==> config.mk <==
export PLATFORM = sky130hd
export DESIGN_NAME = control_char_visualizer_line_clip_flat
export DESIGN_NICKNAME = d
export VERILOG_FILES = /design/src/hw/rtl/ccvlc_pkg.sv /design/src/hw/rtl/ccvlc_if.sv /design/src/hw/rtl/control_char_visualizer_line_clip.sv /design/src/flat_wrapper.sv
export SDC_FILE = /design/constraint.sdc
export NUM_CORES = 1
export LEC_CHECK = 0
export BUFFER_PORTS_ARGS = -buffer_cell sky130_fd_sc_hd__clkbuf_2
export CAP_MARGIN = 25
export CORE_ASPECT_RATIO = 1.2
export CORE_UTILIZATION = 59
export DETAILED_ROUTE_END_ITERATION = 7
export PLACE_DENSITY = 0.87
export SLEW_MARGIN = 10
export SYNTH_ARGS = -nofsm -noshare
export SYNTH_HDL_FRONTEND = slang
export SYNTH_SLANG_ARGS = --single-unit
==> constraint.sdc <==
create_clock -name clock -period 6.05 [get_ports clock]
set_clock_uncertainty 0.05 [all_clocks]
set_input_delay 1.5125 -clock clock [delete_from_list [all_inputs] [get_ports clock]]
set_output_delay 1.5125 -clock clock [all_outputs]
set_load 0.03 [all_outputs]
==> src/hw/rtl/ccvlc_pkg.sv <==
// Shared constants and types for the control character visualizer with line clipping.
package ccvlc_pkg;

   // Character codes used by the escape logic.
   localparam logic [7:0] NL_CODE      = 8'd10;
   localparam logic [7:0] DEL_CODE     = 8'd127;
   localparam logic [7:0] CTRL_TOP     = 8'd31;
   localparam logic [7:0] CARET_OFFSET = 8'd64;
   localparam logic [7:0] HIGH_START   = 8'd128;
   localparam logic [7:0] CARET_CHAR   = 8'd94;
   localparam logic [7:0] DOLLAR_CHAR  = 8'd36;
   localparam logic [7:0] QMARK_CHAR   = 8'd63;

   // Register map: one register, line_limit at word 0.
   localparam int unsigned CSR_ADDR_WIDTH = 3;
   localparam logic        CSR_LINE_LIMIT = 1'b0;
   localparam logic [7:0]  LIMIT_RESET    = 8'd72;

   // Result queue holds the item at the output plus room for one two-character escape.
   localparam int unsigned QUEUE_DEPTH = 3;

   // One result item.
   typedef struct packed {
      logic [7:0] out_char;
      logic       char_valid;
      logic       last;
      logic       differs;
   } result_type;

endpackage

==> src/hw/rtl/ccvlc_if.sv <==
// Valid/ready channel interfaces for the input bytes and the result characters.
interface ccvlc_req_if;
   logic       valid;
   logic       ready;
   logic [7:0] in_byte;
   logic       end_mark;

   modport source (output valid, output in_byte, output end_mark, input ready);
   modport sink   (input valid, input in_byte, input end_mark, output ready);
endinterface

interface ccvlc_rsp_if;
   logic       valid;
   logic       ready;
   logic [7:0] out_char;
   logic       char_valid;
   logic       last;
   logic       differs;

   modport source (output valid, output out_char, output char_valid, output last,
                   output differs, input ready);
   modport sink   (input valid, input out_char, input char_valid, input last,
                   input differs, output ready);
endinterface

==> src/hw/rtl/control_char_visualizer_line_clip.sv <==
// Control character visualizer: escapes control bytes, drops high bytes, clips long lines, reports changes.
//
// Each byte item is decoded in the cycle it is accepted and its zero, one or two result
// items are written into a three-entry result queue whose head drives the rsp channel.
// The block accepts one item per cycle while at most one result is waiting, so plain text
// streams at one byte per clock while rsp_chan is ready; a two-character escape (caret
// pair, "$" plus newline, or "^" plus newline at a clip) fills two queue entries and the
// input waits until at most one result is left. An end_mark item yields a single report
// with char_valid low and the sticky differs flag, then clears the column, skip and flag state.
// line_limit is written through the APB port at byte address 0 and is kept across end_mark items.
module control_char_visualizer_line_clip (
   input  logic                                 clock,
   input  logic                                 reset,
   ccvlc_req_if.sink                            req_chan,
   ccvlc_rsp_if.source                          rsp_chan,
   input  logic                                 psel,
   input  logic                                 penable,
   input  logic                                 pwrite,
   input  logic [ccvlc_pkg::CSR_ADDR_WIDTH-1:0] paddr,
   input  logic [31:0]                          pwdata,
   output logic [31:0]                          prdata,
   output logic                                 pready
);

   logic [7:0]             line_limit_ff;
   logic [7:0]             column_ff, column_in;
   logic                   skip_ff, skip_in;
   logic                   flag_ff, flag_in;
   ccvlc_pkg::result_type  queue_ff [ccvlc_pkg::QUEUE_DEPTH];
   ccvlc_pkg::result_type  queue_in [ccvlc_pkg::QUEUE_DEPTH];
   logic [1:0]             count_ff, count_in;
   logic [1:0]             base;
   logic [1:0]             res_count;
   ccvlc_pkg::result_type  res0, res1;
   logic [7:0]             a_char, b_char;
   logic                   accept, pop;
   logic                   csr_write;
   logic [7:0]             c;
   logic [8:0]             column_next;

   // Configuration register.
   assign pready    = 1'b1;
   assign csr_write = psel && penable && pwrite && pready;
   assign prdata    = (paddr[2] == ccvlc_pkg::CSR_LINE_LIMIT) ? {24'd0, line_limit_ff} : 32'd0;

   always_ff @(posedge clock) begin
      if (reset) begin
         line_limit_ff <= ccvlc_pkg::LIMIT_RESET;
      end else if (csr_write && paddr[2] == ccvlc_pkg::CSR_LINE_LIMIT) begin
         line_limit_ff <= pwdata[7:0];
      end
   end

   // Handshakes.
   assign req_chan.ready = (count_ff <= 2'd1);
   assign accept         = req_chan.valid && req_chan.ready;
   assign pop            = rsp_chan.valid && rsp_chan.ready;
   assign c              = req_chan.in_byte;
   assign column_next    = {1'b0, column_ff} + 9'd1;

   // Decode one byte into its results and the next line state.
   always_comb begin
      column_in = column_ff;
      skip_in   = skip_ff;
      flag_in   = flag_ff;
      res_count = 2'd0;
      a_char    = 8'd0;
      b_char    = 8'd0;
      res0      = '0;
      res1      = '0;
      if (req_chan.end_mark) begin
         res_count = 2'd1;
         res0      = '{out_char: 8'd0, char_valid: 1'b0, last: 1'b1, differs: flag_ff};
         column_in = 8'd0;
         skip_in   = 1'b0;
         flag_in   = 1'b0;
      end else if (skip_ff) begin
         if (c == ccvlc_pkg::NL_CODE) begin
            skip_in = 1'b0;
         end
      end else if (column_ff >= line_limit_ff) begin
         column_in = 8'd0;
         if (c != ccvlc_pkg::NL_CODE) begin
            flag_in = 1'b1;
            skip_in = 1'b1;
         end
         res_count = 2'd1;
         res0      = '{out_char: ccvlc_pkg::NL_CODE, char_valid: 1'b1, last: 1'b1,
                       differs: flag_in};
      end else if (c <= ccvlc_pkg::CTRL_TOP || c == ccvlc_pkg::DEL_CODE) begin
         if (c != ccvlc_pkg::NL_CODE && column_next >= {1'b0, line_limit_ff}) begin
            // Only one column left: show a bare caret and clip the line.
            a_char    = ccvlc_pkg::CARET_CHAR;
            b_char    = ccvlc_pkg::NL_CODE;
            column_in = 8'd0;
            flag_in   = 1'b1;
            skip_in   = 1'b1;
         end else if (c == ccvlc_pkg::NL_CODE) begin
            a_char    = ccvlc_pkg::DOLLAR_CHAR;
            b_char    = ccvlc_pkg::NL_CODE;
            column_in = 8'd0;
         end else begin
            a_char    = ccvlc_pkg::CARET_CHAR;
            b_char    = (c == ccvlc_pkg::DEL_CODE) ? ccvlc_pkg::QMARK_CHAR
                                                   : c + ccvlc_pkg::CARET_OFFSET;
            column_in = column_ff + 8'd2;
            flag_in   = 1'b1;
         end
         res_count = 2'd2;
         res0      = '{out_char: a_char, char_valid: 1'b1, last: 1'b0, differs: flag_in};
         res1      = '{out_char: b_char, char_valid: 1'b1, last: 1'b1, differs: flag_in};
      end else if (c >= ccvlc_pkg::HIGH_START) begin
         flag_in = 1'b1;
      end else begin
         column_in = column_next[7:0];
         res_count = 2'd1;
         res0      = '{out_char: c, char_valid: 1'b1, last: 1'b1, differs: flag_ff};
      end
   end

   // Result queue: shift out the head on a pop, append new results behind the rest.
   always_comb begin
      base = count_ff - {1'b0, pop};
      for (int i = 0; i < ccvlc_pkg::QUEUE_DEPTH; i++) begin
         if (pop && i < ccvlc_pkg::QUEUE_DEPTH - 1) begin
            queue_in[i] = queue_ff[i+1];
         end else begin
            queue_in[i] = queue_ff[i];
         end
         if (accept && res_count != 2'd0 && 2'(i) == base) begin
            queue_in[i] = res0;
         end
         if (accept && res_count == 2'd2 && 2'(i) == base + 2'd1) begin
            queue_in[i] = res1;
         end
      end
      count_in = accept ? base + res_count : base;
   end

   always_ff @(posedge clock) begin
      queue_ff <= queue_in;
   end

   // Line state and queue fill level.
   always_ff @(posedge clock) begin
      if (reset) begin
         column_ff <= 8'd0;
         skip_ff   <= 1'b0;
         flag_ff   <= 1'b0;
         count_ff  <= 2'd0;
      end else begin
         count_ff <= count_in;
         if (accept) begin
            column_ff <= column_in;
            skip_ff   <= skip_in;
            flag_ff   <= flag_in;
         end
      end
   end

   // Output channel driven from the queue head.
   assign rsp_chan.valid      = (count_ff != 2'd0);
   assign rsp_chan.out_char   = queue_ff[0].out_char;
   assign rsp_chan.char_valid = queue_ff[0].char_valid;
   assign rsp_chan.last       = queue_ff[0].last;
   assign rsp_chan.differs    = queue_ff[0].differs;

`ifndef NO_ASSERTIONS
   // The queue never holds more results than it has entries.
   assert property (@(posedge clock) disable iff (reset) count_ff <= 2'd3)
      else $error("result queue overflow");

   // An end report leaves the line state cleared.
   assert property (@(posedge clock) disable iff (reset)
      accept && req_chan.end_mark |=> column_ff == 8'd0 && !skip_ff && !flag_ff)
      else $error("state not cleared after end of stream");

   // The sticky flag only falls through an end-of-stream item.
   assert property (@(posedge clock) disable iff (reset)
      $fell(flag_ff) |-> $past(accept && req_chan.end_mark))
      else $error("differs flag cleared without end of stream");

   // A result with char_valid low is always the last of its item.
   assert property (@(posedge clock) disable iff (reset)
      rsp_chan.valid && !rsp_chan.char_valid |-> rsp_chan.last)
      else $error("end report not marked last");
`endif

endmodule
==> src/flat_wrapper.sv <==
// flat-port wrapper written by rule: the top's interface ports become plain ports
module control_char_visualizer_line_clip_flat 
  (clock, reset, psel, penable, pwrite, paddr, pwdata, prdata, pready, req_chan_valid, req_chan_in_byte, req_chan_end_mark, req_chan_ready, rsp_chan_valid, rsp_chan_out_char, rsp_chan_char_valid, rsp_chan_last, rsp_chan_differs, rsp_chan_ready);
  ccvlc_req_if req_chan_i ();
  ccvlc_rsp_if rsp_chan_i ();
  input  logic clock;
  input  logic reset;
  input  logic psel;
  input  logic penable;
  input  logic pwrite;
  input  logic [ccvlc_pkg::CSR_ADDR_WIDTH-1:0] paddr;
  input  logic [31:0] pwdata;
  output logic [31:0] prdata;
  output logic pready;
  input wire logic [$bits(req_chan_i.valid)-1:0] req_chan_valid;
  input wire logic [$bits(req_chan_i.in_byte)-1:0] req_chan_in_byte;
  input wire logic [$bits(req_chan_i.end_mark)-1:0] req_chan_end_mark;
  output wire logic [$bits(req_chan_i.ready)-1:0] req_chan_ready;
  output wire logic [$bits(rsp_chan_i.valid)-1:0] rsp_chan_valid;
  output wire logic [$bits(rsp_chan_i.out_char)-1:0] rsp_chan_out_char;
  output wire logic [$bits(rsp_chan_i.char_valid)-1:0] rsp_chan_char_valid;
  output wire logic [$bits(rsp_chan_i.last)-1:0] rsp_chan_last;
  output wire logic [$bits(rsp_chan_i.differs)-1:0] rsp_chan_differs;
  input wire logic [$bits(rsp_chan_i.ready)-1:0] rsp_chan_ready;
  assign req_chan_i.valid = req_chan_valid;
  assign req_chan_i.in_byte = req_chan_in_byte;
  assign req_chan_i.end_mark = req_chan_end_mark;
  assign req_chan_ready = req_chan_i.ready;
  assign rsp_chan_valid = rsp_chan_i.valid;
  assign rsp_chan_out_char = rsp_chan_i.out_char;
  assign rsp_chan_char_valid = rsp_chan_i.char_valid;
  assign rsp_chan_last = rsp_chan_i.last;
  assign rsp_chan_differs = rsp_chan_i.differs;
  assign rsp_chan_i.ready = rsp_chan_ready;
  control_char_visualizer_line_clip u_core (.clock(clock), .reset(reset), .req_chan(req_chan_i), .rsp_chan(rsp_chan_i), .psel(psel), .penable(penable), .pwrite(pwrite), .paddr(paddr), .pwdata(pwdata), .prdata(prdata), .pready(pready));
endmodule
Word level (Yosys, flattened, before mapping). Cells that the tools add are included.

Latch bits: 0. Flip-flop bits (word level): 53. Output and inout bits: 46. Input bits: 51. ROM bits: 0. Bits in writable memories: 0. Memories kept: 0.

Order comparisons: 5. Shift-type cells: 0. $mul: 0. Bitwise logic cells: 1. Muxes and demuxes: 51. Add/sub/neg operators: 6. Div/mod/pow operators: 0. Reduce and logical (&&, ||, !) cells: 25. Equal/unequal tests: 10.

Operator list (number): $mux W11 (17); $mux W8 (12); $mux W1 (16); $logic_and A1 B1 Y1 (14); $mux W2 (5); $add A8 B1 Y9 const B (1); $ge A9 B8 Y1 (1); $add A8 B2 Y8 const B (1); $add A8 B7 Y8 const B (1); $eq A8 B4 Y1 const B (1); $eq A8 B7 Y1 const B (1); $ge A8 B8 Y1 (1); $ge A8 B8 Y1 const B (1); $le A8 B5 Y1 const B (1); $ne A8 B4 Y1 const B (1); $mux W7 (1); $reduce_and A3 Y1 (2); $reduce_bool A2 Y1 (3); $reduce_bool A3 Y1 (2); $eq A1 B2 Y1 const A (2); $eq A2 B2 Y1 const A (2); $logic_not A2 Y1 (2); $ne A4 B2 Y1 const B (1); $reduce_bool A4 Y1 (1); 8 further kinds (8).

Depth between registers and ports, before layout. Gate-level depths: netlist of run 1.

Depth in word-level cells: 11. Depth in mapped cells: 13. Gate-level depth less buffers: 12.

Worst setup path after synthesis of run 1. OpenSTA, ideal clock, no wires.

Path type: input to register. Start: in req_chan_in_byte[7]. End: reg u_core.queue_ff[0] (netlist bit), enable pin. Setup time: 394 ps. Path slack: 1915 ps. Stages on the path: 10. Arrival: 3691 ps. Cell sequence: inv_1 ha_1 nand2b_1 a211oi_2 nor2_1 clkbuf_1 or3_1 buf_6 buf_2 o21ai_0.

Longest elaborated chain between the ends: 10.

RTL lines: start: declaration (RTL line flat_wrapper.sv:16) `input wire logic [$bits(req_chan_i.in_byte)-1:0] req_chan_in_byte;`; $ge A8 B8 Y1, or another cell as far along (RTL line control_char_visualizer_line_clip.sv:112) `end else if (c >= ccvlc_pkg::HIGH_START) begin`; $mux W1 or $logic_or A1 B1 Y1 (tied branches) (RTL line control_char_visualizer_line_clip.sv:112, control_char_visualizer_line_clip.sv:90); $mux W2 * (RTL line control_char_visualizer_line_clip.sv:90) `end else if (c <= ccvlc_pkg::CTRL_TOP || c == ccvlc_pkg::DEL_CODE) begin`; $mux W2 * (RTL line control_char_visualizer_line_clip.sv:81) `end else if (column_ff >= line_limit_ff) begin`; $mux W2 * (RTL line control_char_visualizer_line_clip.sv:77) `end else if (skip_ff) begin`; $mux W2 * (RTL line control_char_visualizer_line_clip.sv:71) `if (req_chan.end_mark) begin`; $eq A2 B2 Y1 or $reduce_bool A2 Y1 (tied branches) (RTL line control_char_visualizer_line_clip.sv:133, control_char_visualizer_line_clip.sv:130); $logic_and A1 B1 Y1, on equally long branches (2 in series) (RTL line control_char_visualizer_line_clip.sv:133, control_char_visualizer_line_clip.sv:130); $reduce_bool A2 Y1 (no source line) *; end signal: assignment (RTL line control_char_visualizer_line_clip.sv:141) `queue_ff <= queue_in;`; end: declaration (RTL line control_char_visualizer_line_clip.sv:29) `ccvlc_pkg::result_type queue_ff [ccvlc_pkg::QUEUE_DEPTH];`.

Every way passes the cells marked *; elsewhere a longest branch is shown, timed or not. A chain may end at the register's enable or synchronous reset.

Worst setup path after layout of run 1.
Start: in req_chan_in_byte[7]. End: reg u_core.queue_ff[20] (netlist bit), enable pin.

Longest elaborated chain between the ends: 10.

RTL lines (RTL line): $ge A8 B8 Y1, or another cell as far along (control_char_visualizer_line_clip.sv:112); $mux W1 or $logic_or A1 B1 Y1 (tied branches) (control_char_visualizer_line_clip.sv:112, control_char_visualizer_line_clip.sv:90); $mux W2 * (control_char_visualizer_line_clip.sv:90); $mux W2 * (control_char_visualizer_line_clip.sv:81); $mux W2 * (control_char_visualizer_line_clip.sv:77); $mux W2 * (control_char_visualizer_line_clip.sv:71); $eq A2 B2 Y1 or $reduce_bool A2 Y1 (tied branches) (control_char_visualizer_line_clip.sv:133, control_char_visualizer_line_clip.sv:130); $logic_and A1 B1 Y1, on equally long branches (2 in series) (control_char_visualizer_line_clip.sv:133, control_char_visualizer_line_clip.sv:130); $reduce_bool A3 Y1 (no source line) *.

Marked as above.

==> metrics.md, run 1 <==
| Metric | Value |
|---|---|
| Post-route cell area | `slightly above 0.004 mm2` |
| Hold Vio Cnt, Final | `0` |
| CTS clk-pin slew, worst paths | `about 100 ps` |
| FF+latch count, synth | `53` |
| Number of global-route vias before repair | `around 3400` |
| Post-DP HPWL | `just over 7000 um` |
| Die footprint | `about 0.007 mm2` |
| Startpoint types | `input port` |
| CTS tree | `yes` |
| Core ar. | `roughly 0.0065 mm2` |
| DP Area | `between 0.004 and 0.005 mm2` |
| Clock root buffer | `clkbuf_8` |
| Max Fanout on Critical Path | `26` |
| Nets | `about 560` |
| Clock sink total | `53` |
| Placed insts | `roughly 560` |
| P per Cell Area | `approximately 310 mW/mm2` |
| Cell Area, Synth | `between 0.003 and 0.004 mm2` |
| Synth Warn # | `0` |
| Share of flip-flops with an asynchronous set or reset | `0%` |
| Post_cts resized | `0` |
| Final Slew Violations | `0` |
| Starting Density | `about three fifths` |
| Avg Inst Size Synth | `8.625 um2` |
| Post-Syn Instances | `between 400 and 500` |
| Sequential element share of the synthesized area | `about a third` |
| # hold bufs at CTS | `0` |
| Layout cells sized above 1 | `13.35%` |
| Worst Path Required | `5960 ps` |
| Pre-CTS setup slack | `between 1000 and 1500 ps` |
| Number of diodes | `0` |
| Crit path buf inv count | `3` |
| Status | `complete, no violations` |
| Least-Margin Pin Slew | `995.5 ps` |
| Most common cell after layout, fill and taps aside | `nand2_1` |
| Total wire length | `approximately 9400 um` |
| Via density | `between 6 and 7` |
| GP Congestion | `between 0.9 and 1` |
| First drt pass iteration count | `6` |
| RSZ-0062 raised after global routing | `false` |
| Clock buffer depth | `2` |
| ANT nets after route | `0` |
| Slowest cell on crit path | `or3_1` |
| Worst R2R Setup Slack | `~2400 ps` |
| I/O pin count | `97` |
| Primary FF master, synth | `edfxtp_1` |
| Hold EP | `u_core.line_limit_ff[4]$_SDFFE_PP0P_` |
| Largest net degree at the start of global routing | `27` |
| HP Start | `u_core.line_limit_ff[4]$_SDFFE_PP0P_` |
| Tot GR Track Use | `between 20% and 30%` |
| Drc violations | `0` |
| Worst Hold Class | `reg2reg` |
| R2R Path End | `u_core.queue_ff[20]$_DFFE_PP_` |
| Worst reg2reg path startpoint | `u_core.column_ff[0]$_SDFFE_PP0P_` |
| Minimum clock period | `about 4300 ps` |
| Peak Freq | `about 0.23 GHz` |
| Critical Path Most Common Cell | `or3_1` |
| Row cnt | `32` |
| Fin crit share | `between 70% and 80%` |
| Die extent in y | `roughly 92 um` |
| Die W | `around 77 um` |
| Most frequent cells in the layout | `46 x nand2_1, 45 x clkbuf_2, 34 x o21ai_0` |
| Port Buffer Count | `between 40 and 50` |
| Setup TNS | `0 ps` |
| Post-CTS setup buffer count | `0` |
| Final setup viols | `0` |
| Top delay family on crit path | `simple AND/OR/NAND/NOR gates` |
| H-tree levels | `2` |
| First-pass GRT wire length | `14990 um` |
| Critical path's largest stage delay | `about 700 ps` |
| Setup Crit Path Kind | `in2reg` |
| Worst-Skew Late Latency | `310 ps` |
| Initial drt markers | `between 300 and 400` |
| Layout Utilization | `between 60% and 70%` |
| CP Capture Type | `flip-flop` |
| Worst reg-to-reg path cell count | `8` |
| Vias | `about 3700` |
| Total grt overflow | `0` |
| Worst EP arrival | `roughly 4200 ps` |
| WL/cell | `between 15 and 20 um` |
| Max Cap Violations | `0` |
| Hold depth | `2` |
| Critical-path cell list | `clkbuf_2 -> inv_1 -> ha_1 -> nand2b_1 -> a211oi_2 -> nor2_1 -> buf_4 -> or3_1 -> nand2_1 -> or3_1` |
| Area growth syn-to-layout | `4.153%` |
| Fin cells | `~570` |
| Initial antenna violation count | `0` |
| Final WS setup | `about 1700 ps` |
| Cell variety after synth | `61` |
| Number of flops mapped to enable cells by yosys | `33` |
| Rel. slew slack | `33.19%` |
| Maximum vdd ir drop | `roughly 0.17 mV` |
| Leakage | `1.704 nW` |
| TritonCTS buffer count | `5` |
==> kinds of logic (layout without fill, tap and decap cells) <==
logic type                 count (synthesis)  after routing  synth area share, %
AOI/OAI and AO/OA                        151            151                25.17
xor gates and xnor gates                   7              7                1.542
adders and majority gates                 24             24                7.552
buffers and inverters                     74             77                11.14
DFF                                       53             53                34.99
muxes                                      1              1               0.2517
other                                      2             25               0.1889
and+or+nand+nor                          149            149                19.16
==> layout make-up <==
class                           instances  area (um2)
Tap cell                               85       106.4
Multi-Input combinational cell        357        2228
Fill cell                             554        2345
Inverter                               20       75.07
Clock buffer                            6       72.57
Timing Repair Buffer                   49       252.7
Clock inverter                          2       15.01
Sequential cell                        53        1391
==> tightest hold or removal path, cell delays in order (launching register included) <==
cell and delay [ps]:
dfxtp_1 320, nand2_1 50, a21oi_1 50
==> per-stage QoR <==
step                      total power [mW]  hold WS, ps
after CTS                            1.259        414.2
after detailed placement             1.063        400.3
after global placement               1.044        393.8
after floorplan                     0.9873        386.3
after global routing                 1.329        440.5
final                                1.267        413.5
==> how the worst max path moves through the flow <==
stage	startpoint	endpoint	cells after the start
after CTS	req_chan_in_byte[7]	u_core.queue_ff[21]$_DFFE_PP_	10
after global routing	req_chan_in_byte[7]	u_core.queue_ff[20]$_DFFE_PP_	10
after detailed placement	req_chan_in_byte[7]	u_core.queue_ff[19]$_DFFE_PP_	10
after floorplan	req_chan_in_byte[7]	u_core.queue_ff[0]$_DFFE_PP_	10
final	req_chan_in_byte[7]	u_core.queue_ff[20]$_DFFE_PP_	10
after global placement	req_chan_in_byte[7]	u_core.queue_ff[18]$_DFFE_PP_	10
==> registers in the layout, summed over array words and instances, names as in the netlist <==
register and flops:
u_core.rsp_chan.out_char 8, u_core.flag_ff 1, u_core.rsp_chan.last 1, u_core.queue_ff 22, u_core.column_ff 8, u_core.count_ff 2
u_core.skip_ff 1, u_core.rsp_chan.char_valid 1, u_core.rsp_chan.differs 1, u_core.line_limit_ff 8
==> cell usage after synthesis, types with 2 or more instances <==
cell      instances  share of area, %
edfxtp_1         33                25
o21ai_0          34               4.3
inv_1            19               1.8
nor3_2            2              0.50
a211oi_1          7               1.3
o21bai_1          3              0.57
nor2_1           22               2.1
a21o_1            6               1.1
a31oi_1          21               3.3
nor2b_1           7               1.1
a211o_1           2              0.44
ha_1             24               7.6
o211ai_1          4              0.76
a21oi_1          23               2.9
buf_6             4               1.1
xor2_1            3              0.66
o41ai_1           2              0.44
nor3b_1           3              0.57
a311oi_1          2              0.44
nand3b_1          2              0.38
nand2b_1          2              0.31
clkbuf_1         10              0.94
o21ai_1           9               1.1
nor3_1           11               1.4
o211a_1           2              0.50
and3_1            8               1.3
nand4_1          10               1.6
nand3_1          17               2.1
nor4_1            4              0.63
a32oi_1           4              0.88
buf_4            34               6.4
xnor2_1           4              0.88
a22oi_1          16               3.0
conb_1            2              0.19
dfxtp_1          20                10
nand2_1          46               4.3
o31ai_1           3              0.57
buf_2             6              0.76
nand4b_1          2              0.44
or3_1             6              0.94
o21a_1            2              0.38
==> power breakdown <==
part	total, mW	internal, mW	switching [mW]
registers	0.549	0.520	0.0287
logic	0.514	0.149	0.365
clock network	0.204	0.0819	0.122
==> routing by layer <==
metal | vias up | GRT usage, % | wire length [um]
li1 | 1731 | - | -
met1 | 1710 | 27.69 | 3539
met2 | 172 | 49.26 | 4942
met3 | 45 | 3.582 | 526
met4 | 0 | 15.22 | 351
met5 | - | 0 | 0
No activity file was read; power rests on OpenSTA's default activity.
==> run 2: changes to the inputs <==
--- a/config.mk
+++ b/config.mk
@@ -8,9 +8,9 @@
 export BUFFER_PORTS_ARGS = -buffer_cell sky130_fd_sc_hd__clkbuf_2
 export CAP_MARGIN = 25
 export CORE_ASPECT_RATIO = 1.2
-export CORE_UTILIZATION = 59
+export CORE_UTILIZATION = 55
 export DETAILED_ROUTE_END_ITERATION = 7
-export PLACE_DENSITY = 0.87
+export PLACE_DENSITY = 0.82
 export SLEW_MARGIN = 10
 export SYNTH_ARGS = -nofsm -noshare
 export SYNTH_HDL_FRONTEND = slang
==> constraint.sdc (replaced) <==
create_clock -name clock -period 4.16 [get_ports clock]
set_clock_uncertainty 0.05 [all_clocks]
set_input_delay 1.04 -clock clock [delete_from_list [all_inputs] [get_ports clock]]
set_output_delay 1.04 -clock clock [all_outputs]
set_load 0.03 [all_outputs]
==> metrics.md, run 2 (synthesized netlist as in run 1, its figures left out) <==
| Metric | Value |
|---|---|
| Status | `complete, no violations` |
| Rel. slew slack | `approximately 33%` |
| GP Congestion | `approximately 0.92` |
| Hold depth | `2` |
| Clock buffer depth | `2` |
| # hold bufs at CTS | `0` |
| Top delay family on crit path | `simple AND/OR/NAND/NOR gates` |
| I/O pin count | `a little under 100` |
| Post_cts resized | `0` |
| Via density | `6.207` |
| Vias | `3631` |
| First-pass GRT wire length | `about 15000 um` |
| Worst reg-to-reg path cell count | `11` |
| Largest net degree at the start of global routing | `26` |
| Worst EP arrival | `approximately 3600 ps` |
| TritonCTS buffer count | `5` |
| CTS tree | `yes` |
| Starting Density | `57.67%` |
| Hold Vio Cnt, Final | `0` |
| Leakage | `1.758 nW` |
| R2R Path End | `u_core.queue_ff[20]$_DFFE_PP_` |
| Number of global-route vias before repair | `roughly 3300` |
| Die W | `about 80 um` |
| Worst R2R Setup Slack | `around 680 ps` |
| Number of diodes | `0` |
| Worst hold slack | `approximately 410 ps` |
| Biggest register | `u_core.queue_ff` |
| Core ar. | `a little under 0.007 mm2` |
| Final Slew Violations | `0` |
| CP Capture Type | `flip-flop` |
| H-tree levels | `2` |
| WL/cell | `15.87 um` |
| Post-DP HPWL | `between 7000 and 8000 um` |
| Layout Utilization | `approximately three fifths` |
| Worst reg2reg path startpoint | `u_core.column_ff[0]$_SDFFE_PP0P_` |
| Hold EP | `u_core.line_limit_ff[4]$_SDFFE_PP0P_` |
| CTS clk-pin slew, worst paths | `100 ps` |
| Register area | `0.001391 mm2` |
| Most common cell after layout, fill and taps aside | `nand2_1` |
| Critical-path cell list | `clkbuf_2 -> inv_1 -> ha_1 -> nand2b_1 -> a211o_1 -> nand3_1 -> a21oi_1 -> or2_2 -> ha_1 -> nor4b_1 -> o31ai_1 -> nor3b_1` |
| Max Cap Violations | `0` |
| Critical path's largest stage delay | `approximately 450 ps` |
| Area growth syn-to-layout | `6.356%` |
| Maximum vdd ir drop | `between 0.2 and 0.3 mV` |
| Drc violations | `0` |
| Port Buffer Count | `45` |
| Die extent in y | `~95 um` |
| First drt pass iteration count | `5` |
| Worst Hold Class | `reg2reg` |
| Setup TNS | `0 ps` |
| Multi-input logic area | `0.002228 mm2` |
| Worst-Skew Late Latency | `just over 300 ps` |
| Row cnt | `33` |
| Fin crit share | `a little over four fifths` |
| Initial drt markers | `about 230` |
| P per Cell Area | `between 400 and 500 mW/mm2` |
| Most frequent cells in the layout | `46 x nand2_1, 45 x clkbuf_2, 34 x o21ai_0` |
| Die footprint | `0.007575 mm2` |
| Worst Setup SP | `req_chan_in_byte[7]` |
| Filler instances | `a little over 600` |
| Total grt overflow | `0` |
| Tot GR Track Use | `approximately a quarter` |
| RSZ-0062 raised after global routing | `false` |
| Initial antenna violation count | `0` |
| Post-CTS setup buffer count | `0` |
| Slowest cell on crit path | `nor4b_1` |
| Crit path buf inv count | `2` |
| Worst Path Required | `4300 ps` |
| HP Start | `u_core.line_limit_ff[4]$_SDFFE_PP0P_` |
| Nets | `~570` |
| Max Fanout on Critical Path | `9` |
| Clock root buffer | `clkbuf_8` |
| Total wire length | `9286 um` |
| ANT nets after route | `0` |
| Critical Path Most Common Cell | `ha_1` |
| Startpoint types | `input port` |
| Peak Freq | `0.2870 GHz` |
| Clock sink total | `53` |
| Number of flip-flops in the largest register | `22` |
| Setup Crit Path Kind | `in2reg` |
| Least-Margin Pin Slew | `between 900 and 1000 ps` |
| Layout cells sized above 1 | `approximately 15%` |
| Minimum clock period | `around 3500 ps` |
| Final setup viols | `0` |
## run 2: final cells by class
type / instances / area share, %
multi-input combinational: 357 / 52.69
sequential: 53 / 32.90
timing repair buffer: 60 / 7.988
tap: 87 / 2.574
inverter: 20 / 1.775
clock buffer: 6 / 1.716
clock inverter: 2 / 0.3550
## run 2: worst register-to-register path, cell delays in order (launching register included)
cell      delay (ps)
dfxtp_1          520
ha_1             300
nand3_1          190
nor2_1           180
xor2_1           160
ha_1             260
a211o_1          290
a211oi_1         220
o21ai_1          310
nor2_1           360
nand3_1          220
a22oi_1          260
## run 2: where the power goes
| group | internal (mW) | switching (mW) | leakage, nW | total, mW |
|---|---|---|---|---|
| logic | 0.234 | 0.536 | 1.25 | 0.770 |
| registers | 0.755 | 0.0412 | 0.474 | 0.796 |
| clock network | 0.119 | 0.179 | 0.0374 | 0.298 |
| total | 1.11 | 0.756 | 1.76 | 1.86 |
## run 2: layer usage
| metal | track usage [%] | share of wire, % | vias to the layer above |
|---|---|---|---|
| li1 | - | - | 1752 |
| met5 | 0 | 0 | - |
| met3 | 3.349 | 5.1 | 24 |
| met4 | 11.67 | 2.0 | 0 |
| met1 | 27.94 | 40 | 1696 |
| met2 | 47.22 | 53 | 159 |
## run 2: worst max-delay path by stage
stage | end | slack [ps] | cells after the start
2_1_floorplan | u_core.queue_ff[0]$_DFFE_PP_ | 500 | 10
3_3_place_gp | u_core.count_ff[1]$_SDFF_PP0_ | 500 | 12
3_5_place_dp | u_core.count_ff[1]$_SDFF_PP0_ | 400 | 12
4_1_cts | u_core.count_ff[1]$_SDFF_PP0_ | 720 | 12
5_1_grt | u_core.rsp_chan.out_char[0]$_DFFE_PP_ | 410 | 11
6_report | u_core.count_ff[1]$_SDFF_PP0_ | 680 | 12
## run 2: through the flow
| stage | cells | instance area [um2] | setup WS (ps) | total power [mW] |
|---|---|---|---|---|
| CTS | 585 | 4229 | 722.6 | 1.858 |
| global placement | 577 | 4141 | 498.5 | 1.541 |
| finish | 585 | 4229 | 675.6 | 1.864 |
| floorplan | 484 | 4063 | 497.2 | 1.436 |
| detailed placement | 577 | 4141 | 402.0 | 1.571 |
| global route | 585 | 4229 | 415.0 | 1.963 |
